$ cat config.mk
export PLATFORM = sky130hd
export DESIGN_NAME = lpc_host_cycle_master
export DESIGN_NICKNAME = d
export VERILOG_FILES = /design/src/design/lhcm_pkg.sv /design/src/design/lpc_host_cycle_master.sv /design/src/design/lhcm_front.sv /design/src/design/lhcm_engine.sv
export SDC_FILE = /design/constraint.sdc
export NUM_CORES = 1
export LEC_CHECK = 0
export ABC_AREA = 1
export BUFFER_PORTS_ARGS = -buffer_cell sky130_fd_sc_hd__buf_4
export CORE_MARGIN = 3
export CORE_UTILIZATION = 40
export CTS_CLUSTER_DIAMETER = 100
export DETAILED_ROUTE_END_ITERATION = 8
export GPL_ROUTABILITY_DRIVEN = 0
export SYNTH_ARGS = -nofsm -noshare
export SYNTH_HDL_FRONTEND = slang
export SYNTH_SLANG_ARGS = --single-unit
$ cat constraint.sdc
create_clock -name aclk -period 5.45 [get_ports aclk]
set_input_delay 0.545 -clock aclk [delete_from_list [all_inputs] [get_ports aclk]]
set_output_delay 0.545 -clock aclk [all_outputs]
set_load 0.005 [all_outputs]
$ cat src/design/lhcm_pkg.sv
// ---------------------------------------------------------------------------
// LPC host cycle master package
// Beat types, command queue constants and bus phase encoding.
// ---------------------------------------------------------------------------
`timescale 1ns / 1ps

package lhcm_pkg;

    // Operation codes of an input beat
    localparam logic OP_START = 1'b0;
    localparam logic OP_TICK  = 1'b1;

    // LPC nibble constants
    localparam logic [3:0] NIB_START  = 4'h0;
    localparam logic [3:0] NIB_TAR    = 4'hf;
    localparam logic [3:0] SYNC_READY = 4'h0;

    localparam logic [7:0] SYNC_LIMIT_RST = 8'd20;
    localparam logic [7:0] SYNC_CNT_MAX   = 8'hff;

    // Address nibble counts
    localparam logic [3:0] NIBS_MEM = 4'd8;
    localparam logic [3:0] NIBS_IO  = 4'd4;

    // Command queue between front and back
    localparam int QDEPTH = 2;
    localparam int QPTR_W = $clog2(QDEPTH);
    localparam int QCNT_W = $clog2(QDEPTH + 1);

    typedef struct packed {
        logic        operation;
        logic [1:0]  cycle_kind;
        logic [31:0] address;
        logic [7:0]  write_data;
        logic [3:0]  lad_in;
    } item_t;

    typedef struct packed {
        logic [3:0] lad_out;
        logic       lad_drive;
        logic       frame_n;
        logic       busy_res;
        logic       done_res;
        logic [7:0] read_data;
        logic       sync_timeout;
    } result_t;

    // Classified command handed from front to back
    typedef struct packed {
        logic        is_start;
        logic        is_mem;
        logic        is_write;
        logic [31:0] address;
        logic [7:0]  wdata;
        logic [3:0]  lad;
    } cmd_t;

    typedef enum logic [3:0] {
        PH_IDLE  = 4'd0,
        PH_START = 4'd1,
        PH_CTYPE = 4'd2,
        PH_ADDR  = 4'd3,
        PH_WDATA = 4'd4,
        PH_HTAR  = 4'd5,
        PH_SYNC  = 4'd6,
        PH_RDATA = 4'd7,
        PH_PTAR  = 4'd8
    } phase_t;

endpackage

$ cat src/design/lpc_host_cycle_master.sv
// A beat accepted into the command queue is stepped by the bus engine, which
// registers its result beat. Throughput: one beat per clock when the result
// channel is not stalled; the engine steps one command per cycle out of a
// two-entry command queue; the result register drains while the next is stepped.
// Reset: synchronous, active low; the engine returns to idle, the queue
// empties, no result is pending and sync_limit returns to 20.
// ---------------------------------------------------------------------------
// LPC host cycle master
// Runs LPC io and memory cycles, one LAD nibble per tick beat.
// ---------------------------------------------------------------------------
`timescale 1ns / 1ps

module lpc_host_cycle_master (
    input  logic                aclk,
    input  logic                aresetn,
    input  logic                cfg_we,
    input  logic [7:0]          cfg_wdata,
    input  logic                s_valid,
    output logic                s_ready,
    input  lhcm_pkg::item_t     s_item,
    output logic                m_valid,
    input  logic                m_ready,
    output lhcm_pkg::result_t   m_result
);
    import lhcm_pkg::*;

    logic q_valid;
    logic q_pop;
    cmd_t q_cmd;

    // Accept and classify beats
    lhcm_front u_front (
        .aclk    (aclk),
        .aresetn (aresetn),
        .s_valid (s_valid),
        .s_ready (s_ready),
        .s_item  (s_item),
        .q_valid (q_valid),
        .q_cmd   (q_cmd),
        .q_pop   (q_pop)
    );

    // Run the bus cycle
    lhcm_engine u_engine (
        .aclk      (aclk),
        .aresetn   (aresetn),
        .cfg_we    (cfg_we),
        .cfg_wdata (cfg_wdata),
        .q_valid   (q_valid),
        .q_cmd     (q_cmd),
        .q_pop     (q_pop),
        .m_valid   (m_valid),
        .m_ready   (m_ready),
        .m_result  (m_result)
    );

endmodule

$ cat src/design/lhcm_front.sv
// ---------------------------------------------------------------------------
// LPC host cycle master front end
// Accepts input beats, classifies them into commands and queues them.
// ---------------------------------------------------------------------------
`timescale 1ns / 1ps

module lhcm_front (
    input  logic                aclk,
    input  logic                aresetn,
    input  logic                s_valid,
    output logic                s_ready,
    input  lhcm_pkg::item_t     s_item,
    output logic                q_valid,
    output lhcm_pkg::cmd_t      q_cmd,
    input  logic                q_pop
);
    import lhcm_pkg::*;

    cmd_t              entry_reg [QDEPTH];
    logic [QPTR_W-1:0] wr_ptr_reg;
    logic [QPTR_W-1:0] wr_ptr_next;
    logic [QPTR_W-1:0] rd_ptr_reg;
    logic [QPTR_W-1:0] rd_ptr_next;
    logic [QCNT_W-1:0] count_reg;
    logic [QCNT_W-1:0] count_next;
    logic              push;
    logic              pop;
    cmd_t              cmd_in;

    // Classify the incoming beat
    always_comb begin
        cmd_in.is_start = (s_item.operation == OP_START);
        cmd_in.is_mem   = s_item.cycle_kind[1];
        cmd_in.is_write = s_item.cycle_kind[0];
        cmd_in.address  = s_item.address;
        cmd_in.wdata    = s_item.write_data;
        cmd_in.lad      = s_item.lad_in;
    end

    assign s_ready = (count_reg != QCNT_W'(QDEPTH));
    assign push    = s_valid && s_ready;
    assign q_valid = (count_reg != '0);
    assign pop     = q_pop && q_valid;
    assign q_cmd   = entry_reg[rd_ptr_reg];

    // Advance pointers and occupancy
    always_comb begin
        wr_ptr_next = push ? wr_ptr_reg + QPTR_W'(1) : wr_ptr_reg;
        rd_ptr_next = pop ? rd_ptr_reg + QPTR_W'(1) : rd_ptr_reg;
        count_next  = count_reg + QCNT_W'(push) - QCNT_W'(pop);
    end

    always_ff @(posedge aclk) begin
        if (!aresetn) begin
            wr_ptr_reg <= '0;
            rd_ptr_reg <= '0;
            count_reg  <= '0;
        end else begin
            wr_ptr_reg <= wr_ptr_next;
            rd_ptr_reg <= rd_ptr_next;
            count_reg  <= count_next;
        end
    end

    // Store the command beat
    always_ff @(posedge aclk) begin
        if (push) begin
            entry_reg[wr_ptr_reg] <= cmd_in;
        end
    end

endmodule

$ cat src/design/lhcm_engine.sv
// ---------------------------------------------------------------------------
// LPC host cycle master bus engine
// Steps the LPC cycle one command per unstalled clock and registers the result beat.
// ---------------------------------------------------------------------------
`timescale 1ns / 1ps

module lhcm_engine (
    input  logic                aclk,
    input  logic                aresetn,
    input  logic                cfg_we,
    input  logic [7:0]          cfg_wdata,
    input  logic                q_valid,
    input  lhcm_pkg::cmd_t      q_cmd,
    output logic                q_pop,
    output logic                m_valid,
    input  logic                m_ready,
    output lhcm_pkg::result_t   m_result
);
    import lhcm_pkg::*;

    phase_t      phase_reg,     phase_next;
    logic [3:0]  nib_cnt_reg,   nib_cnt_next;
    logic [31:0] held_addr_reg, held_addr_next;
    logic [7:0]  held_data_reg, held_data_next;
    logic        held_mem_reg,  held_mem_next;
    logic        held_write_reg, held_write_next;
    logic [7:0]  sync_cnt_reg,  sync_cnt_next;
    logic        timeout_reg,   timeout_next;
    logic [7:0]  sync_limit_reg;
    logic        m_valid_reg;
    result_t     res_reg,       res_next;
    logic        fire;
    logic [3:0]  nib_inc;
    logic [3:0]  nib_dec;
    logic [7:0]  sync_inc;
    logic [31:0] addr_shifted;

    // Step when a command waits and the output slot is free or draining
    assign fire    = q_valid && (!m_valid_reg || m_ready);
    assign q_pop   = fire;
    assign m_valid = m_valid_reg;
    assign m_result = res_reg;

    assign nib_inc      = nib_cnt_reg + 4'd1;
    assign nib_dec      = nib_cnt_reg - 4'd1;
    assign sync_inc     = (sync_cnt_reg < SYNC_CNT_MAX) ? sync_cnt_reg + 8'd1 : sync_cnt_reg;
    assign addr_shifted = held_addr_reg >> {nib_dec[2:0], 2'b00};

    // Next state and result of one command
    always_comb begin
        phase_next      = phase_reg;
        nib_cnt_next    = nib_cnt_reg;
        held_addr_next  = held_addr_reg;
        held_data_next  = held_data_reg;
        held_mem_next   = held_mem_reg;
        held_write_next = held_write_reg;
        sync_cnt_next   = sync_cnt_reg;
        timeout_next    = timeout_reg;

        res_next.lad_out   = '0;
        res_next.lad_drive = 1'b0;
        res_next.frame_n   = 1'b1;
        res_next.done_res  = 1'b0;
        res_next.read_data = '0;

        if (q_cmd.is_start) begin
            // Load a new cycle only from idle; drop it otherwise
            if (phase_reg == PH_IDLE) begin
                held_mem_next   = q_cmd.is_mem;
                held_write_next = q_cmd.is_write;
                held_addr_next  = q_cmd.address;
                held_data_next  = q_cmd.wdata;
                nib_cnt_next    = '0;
                sync_cnt_next   = '0;
                timeout_next    = 1'b0;
                phase_next      = PH_START;
            end
        end else begin
            case (phase_reg)
                PH_START: begin
                    res_next.lad_out   = NIB_START;
                    res_next.lad_drive = 1'b1;
                    res_next.frame_n   = 1'b0;
                    phase_next         = PH_CTYPE;
                end
                PH_CTYPE: begin
                    res_next.lad_out   = {1'b0, held_mem_reg, held_write_reg, 1'b0};
                    res_next.lad_drive = 1'b1;
                    nib_cnt_next       = held_mem_reg ? NIBS_MEM : NIBS_IO;
                    phase_next         = PH_ADDR;
                end
                PH_ADDR: begin
                    res_next.lad_out   = addr_shifted[3:0];
                    res_next.lad_drive = 1'b1;
                    nib_cnt_next       = nib_dec;
                    if (nib_dec == 4'd0 || nib_dec > NIBS_MEM) begin
                        nib_cnt_next = '0;
                        phase_next   = held_write_reg ? PH_WDATA : PH_HTAR;
                    end
                end
                PH_WDATA: begin
                    res_next.lad_out   = (nib_cnt_reg == 4'd0) ? held_data_reg[3:0]
                                                               : held_data_reg[7:4];
                    res_next.lad_drive = 1'b1;
                    nib_cnt_next       = nib_inc;
                    if (nib_inc >= 4'd2) begin
                        nib_cnt_next = '0;
                        phase_next   = PH_HTAR;
                    end
                end
                PH_HTAR: begin
                    res_next.lad_out   = NIB_TAR;
                    res_next.lad_drive = 1'b1;
                    nib_cnt_next       = nib_inc;
                    if (nib_inc >= 4'd2) begin
                        nib_cnt_next  = '0;
                        sync_cnt_next = '0;
                        phase_next    = PH_SYNC;
                    end
                end
                PH_SYNC: begin
                    // Leave on ready sync, or flag a timeout at the limit
                    if (q_cmd.lad == SYNC_READY) begin
                        nib_cnt_next = '0;
                        phase_next   = held_write_reg ? PH_PTAR : PH_RDATA;
                    end else begin
                        sync_cnt_next = sync_inc;
                        if (sync_inc >= sync_limit_reg) begin
                            timeout_next = 1'b1;
                            nib_cnt_next = '0;
                            phase_next   = held_write_reg ? PH_PTAR : PH_RDATA;
                        end
                    end
                end
                PH_RDATA: begin
                    // Capture low nibble first
                    if (nib_cnt_reg == 4'd0) begin
                        held_data_next = {4'h0, q_cmd.lad};
                    end else begin
                        held_data_next = {q_cmd.lad, held_data_reg[3:0]};
                    end
                    nib_cnt_next = nib_inc;
                    if (nib_inc >= 4'd2) begin
                        nib_cnt_next = '0;
                        phase_next   = PH_PTAR;
                    end
                end
                PH_PTAR: begin
                    nib_cnt_next = nib_inc;
                    if (nib_inc >= 4'd2) begin
                        nib_cnt_next      = '0;
                        phase_next        = PH_IDLE;
                        res_next.done_res = 1'b1;
                        if (!held_write_reg) begin
                            res_next.read_data = held_data_reg;
                        end
                    end
                end
                default: begin
                    phase_next   = PH_IDLE;
                    nib_cnt_next = '0;
                end
            endcase
        end

        res_next.busy_res     = (phase_next != PH_IDLE);
        res_next.sync_timeout = timeout_next;
    end

    // Control state
    always_ff @(posedge aclk) begin
        if (!aresetn) begin
            phase_reg    <= PH_IDLE;
            nib_cnt_reg  <= '0;
            sync_cnt_reg <= '0;
            timeout_reg  <= 1'b0;
            m_valid_reg  <= 1'b0;
        end else begin
            if (fire) begin
                phase_reg    <= phase_next;
                nib_cnt_reg  <= nib_cnt_next;
                sync_cnt_reg <= sync_cnt_next;
                timeout_reg  <= timeout_next;
                m_valid_reg  <= 1'b1;
            end else if (m_ready) begin
                m_valid_reg  <= 1'b0;
            end
        end
    end

    // Sync limit register
    always_ff @(posedge aclk) begin
        if (!aresetn) begin
            sync_limit_reg <= SYNC_LIMIT_RST;
        end else if (cfg_we) begin
            sync_limit_reg <= cfg_wdata;
        end
    end

    // Held cycle payload and result beat
    always_ff @(posedge aclk) begin
        if (fire) begin
            held_addr_reg  <= held_addr_next;
            held_data_reg  <= held_data_next;
            held_mem_reg   <= held_mem_next;
            held_write_reg <= held_write_next;
            res_reg        <= res_next;
        end
    end

endmodule

# After elaboration in Yosys (flattened, before gate mapping)
# Memories as Yosys holds them, arrays and structs flattened. A register that Yosys moved wholly into a read port is not among the register bits.
# Cells that the tools add are included.
[word_totals]
ff_bits = 89
mem_bits_rw = 94
in_bits = 60
output_inout_bits = 19
elab_cells = 121
memories = 1
[op_classes]
add_sub_neg = 7
n_lt_le_gt_ge = 4
n_eq_ne = 14
shifts = 1
n_mux = 46
bitwise = 3
n_reduce_logical = 24
[memory_table]
columns = ["memory", "depth", "word_bits", "rd", "rd_ports_with_merged_regs", "write_ports", "line", "text"]
rows = [
  ["u_front.entry_reg", 2, 47, 1, 1, 1, "lhcm_front.sv:19", "cmd_t entry_reg [QDEPTH];"],
]
[op_table]
columns = ["op", "count"]
rows = [
  ["8-bit 2-to-1 mux", 10],
  ["4-bit 2-to-1 mux", 18],
  ["4-bit case mux with 8 select lines", 1],
  ["32-bit by 5-bit >> shifter with 4-bit output", 1],
  ["5-bit case mux with 5 select lines", 1],
  ["4-bit case mux with 5 select lines", 1],
  ["4-bit by 3-bit equality test with 1-bit output (second input constant)", 4],
  ["4-bit logical NOT", 4],
  ["8-bit case mux with 2 select lines", 1],
  ["1-bit 2-to-1 mux", 13],
  ["9-bit 2-to-1 mux", 1],
  ["8-bit by 1-bit adder with 8-bit output (second input constant)", 1],
  ["4-bit by 2-bit equality test with 1-bit output (second input constant)", 2],
  ["8-bit >= comparator", 1],
  ["8-bit < comparator (second input constant)", 1],
  ["4-bit AND reduction", 2],
  ["2-bit nonzero test", 4],
  ["4-bit OR reduction", 2],
  ["3-bit AND reduction", 2],
  ["5-bit AND reduction", 1],
  ["4-bit by 1-bit adder with 4-bit output (second input constant)", 1],
  ["4-bit by 1-bit equality test with 1-bit output (second input constant)", 1],
  ["4-bit equality test (second input constant)", 1],
  ["4-bit by 2-bit >= comparator with 1-bit output (second input constant)", 1],
  ["other kinds (17)", 24],
]

# Depth between registers and ports, before layout
# Gate-level depths: netlist of the first run.
[logic_depth]
ltp_word = 8
ltp_mapped = 23
mapped_depth_nobuf = 23

# By module
# A second synthesis of the first run with hierarchy kept.
[unflattened]
hier_cells = 664
hier_area_um2 = 7991.4
[modules_own_cells]
columns = ["mod", "n_inst", "cells_each", "area_per_inst_um2", "seq_area_each_um2"]
rows = [
  ["lhcm_engine", 1, 481, 4237.8, 2292.2],
  ["lhcm_front", 1, 183, 3753.6, 2922.8],
]

# Worst setup path after synthesis of the first run
# Ideal clock, no wire load.
[synth_timing]
path_kind = "input-to-reg"
startpoint = "input port s_valid"
endpoint = "memory u_front.entry_reg[1][0] in the netlist's numbering (enable)"
setup_time_ps = 453
arrival_ps = 2627
required_time_ps = 4997
setup_slack_ps = 2370
path_stages = 2
n_path_buf = 0
cell_sequence = "nand2_1 nor2_1"
[synth_via]
elab_chain_len = 3
[synth_lines]
columns = ["item", "line", "text"]
rows = [
  ["from (decl)", "lpc_host_cycle_master.sv:18", "input logic s_valid,"],
  ["1-bit logical AND", "lhcm_front.sv:41", "assign push = s_valid && s_ready;"],
  ["1-bit 2-to-1 mux", "lhcm_front.sv:67", "if (push) begin"],
  ["1-bit 2-to-1 mux (not written as such)", "lhcm_front.sv:68", "entry_reg[wr_ptr_reg] <= cmd_in;"],
  ["to (decl)", "lhcm_front.sv:19", ""],
]
# Every way passes these cells.

==> results.yml, run 1 <==
sta:
  rsz0062_at_grt: "no"
  max_clock_freq_mhz: 292.3
  worstMarginPinSlew_ns: 0.9986
  slew_headroom_pct: 33.36
  fin_crit_ns: 3.421
  fin_crit_sh_pct: 62.77
  hold_viol: 0
  drv_slew: 0
  finalSetupViolCount: 0
  tns_ns: 0
  finClkSkew_ns: 0.01202
drt:
  wl_mm: 16.03
  wl_per_cell_microns: 14.57
  drtPass1Iterations: 5
  ant_nets: 0
  routed-via-count: 5319
  avgViaCountPerCell: 4.835
  drt-initial-drc-count: 391
  route.detailed.drc: 0
logic_synthesis:
  syn_inst: 748
  ys_types: 42
  synth_seq_cells: 184
  yosys_warnings: 0
  ys_seq_area_share_pct: 65.60
  avgSynthCellArea_sq_um: 10.63
  syn_area_sq_um: 7950
  synth_fp_nets: 823
cts:
  cts_buffers: 17
  cts_max_level: 4
  post_cts_buffers: 0
  clk_path_buf_depth: 2
  ctsResizeCount: 0
  clkSinkCount: 184
  worstSkewPairLatency_ns: 0.43
  clk_pin_slew_ns: 0.07
  ctsHoldBuffers: 0
  cts-root-buf: "clkbuf_16"
  cts_tree: "built"
die:
  rows: 50
  coreArea_sq_um: 19140
  ios: 79
  initial_core_util_pct: 41.53
  dieArea_sq_um: 21600
  die_x_microns: 147.0
  die_y_microns: 147.0
cells_and_area:
  largest_reg_flops: 94
  n_antenna_cell: 0
  ff_latch_area_sq_um: 5215
  drive_gt1_share_pct: 17.98
  final_common_cell: "nand2_1"
  multi_input_area_sq_um: 2356
  final_cell_mix: "nand2_1 (203), edfxtp_1 (153), buf_4 (83), inv_1 (67), nor2_1 (61)"
  final_cells: 1100
  area_growth_pct: 17.61
  fill_cells: 1794
  nets: 904
global_routing:
  grt.met2_usage_pct: 24.82
  grtUsageMet1_pct: 20.32
  grt_max_degree: 49
  overflow: 0
  grtUsageTotal_pct: 15.25
  use_met3_pct: 3.671
  grt_pass1_wl_mm: 26.01
  grt_most_used_layer: "met2"
  first_global_vias: 5125
  antenna_found_initial: 0
min_path:
  hold_path.class: "input pin to flip-flop"
setup_path:
  cp-end-kind: "flip-flop"
  crit_type: "flip-flop to flip-flop"
  cp.required_ns: 5.64
  cp_data_arrival_time_ns: 3.61
  worstSetupStartpointType: "flip-flop"
  path_max_fanout: 23
outcome:
  status: "completed"
power:
  leakage_nw: 3.859
  p_per_area_nw_per_um2: 488.0
  vdd_drop_max_v: 0.0002270
place:
  dp_cells: 1070
  io_buffers: 78
  dp_hpwl_mm: 10.82
job:
  drv_cap: 0
## critical path: stages (launching register included)
cell and delay, ns:
dfxtp_1 0.88, inv_1 0.45, ha_1 0.63, nor2_1 0.16
nand2_1 0.06, nor2_1 0.19, nand2_1 0.15, or2_0 0.22
o21ai_0 0.07, nand2_1 0.07, nand2_1 0.06, nand2_1 0.08
nor2_1 0.11, nand2_1 0.05
## path summary, 6_finish.rpt
path | startpoint | endpoint | slack [ns] | cells after the start
setup / recovery | u_engine.nib_cnt_reg[0] | u_engine.m_result[10] | 2.03 | 13
hold / removal | s_item[39] | u_front.entry_reg[1][39] | 0.30 | 1
setup reg to reg | u_engine.nib_cnt_reg[0] | u_engine.m_result[10] | 2.03 | 13
hold reg to reg | u_front.rd_ptr_reg | u_front.rd_ptr_reg | 0.47 | 1
## layer usage
metal / part of all wire [%] / routed length, microns
met5: 0 / 0
met4: 1.5 / 237
met3: 4.8 / 775
met2: 48 / 7731
met1: 45 / 7285
## power breakdown
part           total [mW]  leakage (nW)  internal, mW  switching [mW]
Combinational        1.40          1.92         0.458           0.946
Clock                1.12         0.256         0.588           0.528
Sequential           2.04          1.68          1.91           0.128
Total                4.56          3.86          2.96            1.60
## cells by family after synthesis
group | Yosys count | synth area share, %
flip-flops | 184 | 65.60
adder cells (fa/ha/maj) | 15 | 2.361
XOR/XNOR | 5 | 0.5509
AO/OA/AOI/OAI | 115 | 8.703
multiplexers | 7 | 0.8814
buffers and inverters | 102 | 5.036
AND/OR/NAND/NOR | 320 | 16.87
## metrics by stage
step	setup slack [ns]	cell area, sq um	util (%)	hold WS [ns]	total power, mW
floorplan	2.370	7950	-	0.4255	3.021
global placement	2.140	8826	46.10	0.4408	3.476
detailed placement	2.047	8826	46.10	0.4480	3.481
CTS	2.033	9350	48.84	0.2814	4.601
global route	1.655	9350	48.84	0.2740	4.867
finish	2.029	9350	48.84	0.2973	4.563
## final cells by class
cell class	instances	area share, %
clock inverters	11	0.9768
well taps	260	3.479
inverters	81	3.278
flip-flops and latches	184	55.77
multi-input cells	462	25.20
clock buffers	19	4.630
repair buffers	83	6.664
## synthesized netlist by cell type, drive strengths merged
cell type,n,share of area (%)
a21boi,1,0.094
a21oi,39,2.6
a22o,1,0.11
a31o,1,0.11
a31oi,10,0.98
a41oi,1,0.11
and3,1,0.079
buf,7,0.52
clkbuf,14,0.66
dfxtp,31,7.8
edfxtp,153,58
ha,15,2.4
inv,81,3.9
mux2i,7,0.88
nand2,213,11
nand3,22,1.4
nand4,6,0.47
nor2,70,3.7
nor3,5,0.46
o211ai,8,0.93
o21a,2,0.19
o21ai,40,2.5
o221ai,4,0.44
o22ai,8,0.63
or2,3,0.24
xnor2,2,0.22
xor2,3,0.33
Note: power is estimated with default switching activity, not from simulation.
==> run 2, diff against run 1 <==
--- a/config.mk
+++ b/config.mk
@@ -5,7 +5,7 @@
 export SDC_FILE = /design/constraint.sdc
 export NUM_CORES = 1
 export LEC_CHECK = 0
-export ABC_AREA = 1
+export ABC_AREA = 0
 export BUFFER_PORTS_ARGS = -buffer_cell sky130_fd_sc_hd__buf_4
 export CORE_MARGIN = 3
 export CORE_UTILIZATION = 40
==> constraint.sdc (replaced) <==
create_clock -name aclk -period 3 [get_ports aclk]
set_input_delay 0.3 -clock aclk [delete_from_list [all_inputs] [get_ports aclk]]
set_output_delay 0.3 -clock aclk [all_outputs]
set_load 0.005 [all_outputs]
==> run 2 against run 1 <==
Against the previous run:
- non-clock buffer count increased by 27
- hold slack got worse by 0.24 ns
- core utilization increased by 1.9 points
- cell area increased by 3.3%
- sequential power increased by 79%
- first-iteration DRC count increased by 16%
- die area decreased by 1.0%
- critical path depth unchanged
- largest cell class unchanged
- largest power group unchanged
==> results.yml, run 2 <==
drt:
  drt-initial-drc-count: 452
  ant_nets: 0
  route.detailed.drc: 0
  avgViaCountPerCell: 5.122
  wl_per_cell_microns: 16.68
  drtPass1Iterations: 5
  wl_mm: 15.78
  routed-via-count: 4845
cts:
  worstSkewPairLatency_ns: 0.43
  clk_path_buf_depth: 2
  cts-root-buf: "clkbuf_16"
  clkSinkCount: 184
  ctsHoldBuffers: 0
  cts_buffers: 17
  cts_tree: "built"
  cts_max_level: 4
  clk_pin_slew_ns: 0.07
sta:
  finalSetupViolCount: 0
  finClkSkew_ns: 0.01214
  slew_headroom_pct: 55.63
  drv_slew: 0
  fin_crit_ns: 2.995
  fin_crit_sh_pct: 99.84
  max_clock_freq_mhz: 333.9
  tns_ns: 0
  hold_viol: 0
  rsz0062_at_grt: "yes"
  worstMarginPinSlew_ns: 0.6655
die:
  rows: 50
  die_y_microns: 146.2
  coreArea_sq_um: 19020
  initial_core_util_pct: 41.36
  die_x_microns: 146.2
  ios: 79
  dieArea_sq_um: 21380
global_routing:
  grt_max_degree: 48
  grtUsageTotal_pct: 15.09
  grt_pass1_wl_mm: 25.65
  overflow: 0
  first_global_vias: 4981
  antenna_found_initial: 0
logic_synthesis:
  ys_seq_area_share_pct: 66.30
  synth_top_cell_area_share_pct: 58.41
  synthTopCellsByCount: "edfxtp_1 (153), nand2_1 (46), mux2_2 (37), nor2_1 (37), dfxtp_1 (31)"
  yosysMostFrequentCell: "edfxtp_1"
  ys.flop_type: "edfxtp_1"
  yosys_warnings: 0
  syn_inst: 569
  avgSynthCellArea_sq_um: 13.82
  synth_fp_nets: 644
  synth_edf_count: 153
  async_reset_ff_share_pct: 0
  syn_area_sq_um: 7866
  yosys.area.top_type: "edfxtp_1"
  ys_types: 58
  synth_seq_cells: 184
  synth_area_leaders: "edfxtp_1 (58%), dfxtp_1 (7.9%), mux2_2 (5.3%)"
cells_and_area:
  n_antenna_cell: 0
  fill_cells: 1633
  nets: 748
  drive_gt1_share_pct: 31.49
  final_cell_area_sq_um: 9658
  final_cell_mix: "edfxtp_1 (153), buf_4 (108), nand2_1 (44), mux2_2 (36), nor2_1 (34)"
  area_growth_pct: 22.78
  largest_reg_flops: 94
  final_common_cell: "edfxtp_1"
place:
  io_buffers: 78
  dpl_cell_area_sq_um: 8869
  dp_hpwl_mm: 10.81
setup_path:
  cp.required_ns: 3.17
  worstSetupStartpointType: "flip-flop"
  reg2reg_depth: 13
  crit_type: "flip-flop to flip-flop"
  cp-end-kind: "flip-flop"
  cp_data_arrival_time_ns: 3.17
  path_max_fanout: 5
outcome:
  status: "completed"
job:
  drv_cap: 0
min_path:
  hold_depth: 1
  hold_path.class: "input pin to flip-flop"
power:
  p_per_area_nw_per_um2: 814.8
  vdd_drop_max_v: 0.0004832
  leakage_nw: 3.549
[run 2: cell types whose count changed after synthesis, moves of 7 or more]
cell and change:
mux2_2 +37, a21oi_1 -19, mux4_2 +8, nor3_1 +8, nand2_1 -157, inv_2 -13, nor2_1 -27, nand2b_1 +9
o21ai_0 -17, nand2_2 -7, and2_1 +11, nand3_1 -14, mux2i_1 +11, inv_1 -46
[run 2: path summary, 6_finish.rpt]
check                      startpoint                  endpoint  slack [ns]
min                        s_item[33]  u_front.entry_reg[1][33]        0.05
max          u_engine.sync_cnt_reg[2]     u_engine.m_result[10]       0.005
max reg2reg  u_engine.sync_cnt_reg[2]     u_engine.m_result[10]       0.005
min reg2reg      u_engine.timeout_reg      u_engine.timeout_reg        0.49
[run 2: cells by family after synthesis]
logic type / share of synthesized area, %
XOR/XNOR: 1.113
AND/OR/NAND/NOR: 9.544
AO/OA/AOI/OAI: 8.271
buffers and inverters: 2.513
multiplexers: 9.877
flip-flops: 66.30
adder cells (fa/ha/maj): 2.386
[run 2: layout make-up]
| type | count | area [sq um] | area share (%) |
|---|---|---|---|
| Tap cell | 260 | 325.3 | 3.368 |
| Sequential cell | 184 | 5219 | 54.04 |
| Inverter | 23 | 86.33 | 0.8939 |
| Timing Repair Buffer | 110 | 842.1 | 8.719 |
| Multi-Input combinational cell | 337 | 2585 | 26.77 |
| Clock buffer | 19 | 432.9 | 4.482 |
| Clock inverter | 13 | 167.7 | 1.736 |
[run 2: what timing repair did]
action,in CTS,in global routing
gates resized for setup,14,11
setup buffers,7,3
pin swaps,6,8
setup endpoints to repair,1,6
[run 2: metrics by stage]
stage                     hold slack, ns  setup slack, ns  total power [mW]  utilization [%]  std cells
after floorplan                   0.3989         0.008544             4.922                -        569
after global placement            0.4614         -0.09143             5.555            46.63        904
after detailed placement          0.4705          -0.1538             5.608            46.63        904
after CTS                        0.02912          0.02126             7.942            50.43        943
after global routing             0.03051          -0.1237             8.305            50.78        946
final                            0.05452         0.004833             7.869            50.78        946
[run 2: per-layer routing]
layer  global-route usage (%)  routed length [microns]  up-vias
met5                        0                        0        -
li1                         -                        -     2353
met1                    19.37                     6853     2334
met4                    5.033                      198        0
met2                    24.80                     7849      141
met3                    4.283                      882       17
[run 2: power breakdown]
group / leakage (nW) / internal [mW] / switching (mW) / total, mW
sequential: 1.68 / 3.43 / 0.237 / 3.66
combinational: 1.58 / 0.833 / 1.12 / 1.95
clock: 0.288 / 1.32 / 0.937 / 2.26
total: 3.55 / 5.58 / 2.29 / 7.87
[run 2: worst max-delay path, stage by stage, from the launching register on]
cell and delay, ns:
dfxtp_1 0.37, buf_4 0.15, and3_4 0.22, nand4_1 0.17, xnor2_2 0.19, ha_1 0.30
buf_4 0.10, nand4_1 0.08, o31a_1 0.35, buf_4 0.15, a21oi_4 0.13, a21boi_2 0.19
o21ai_2 0.07, a2111o_1 0.28
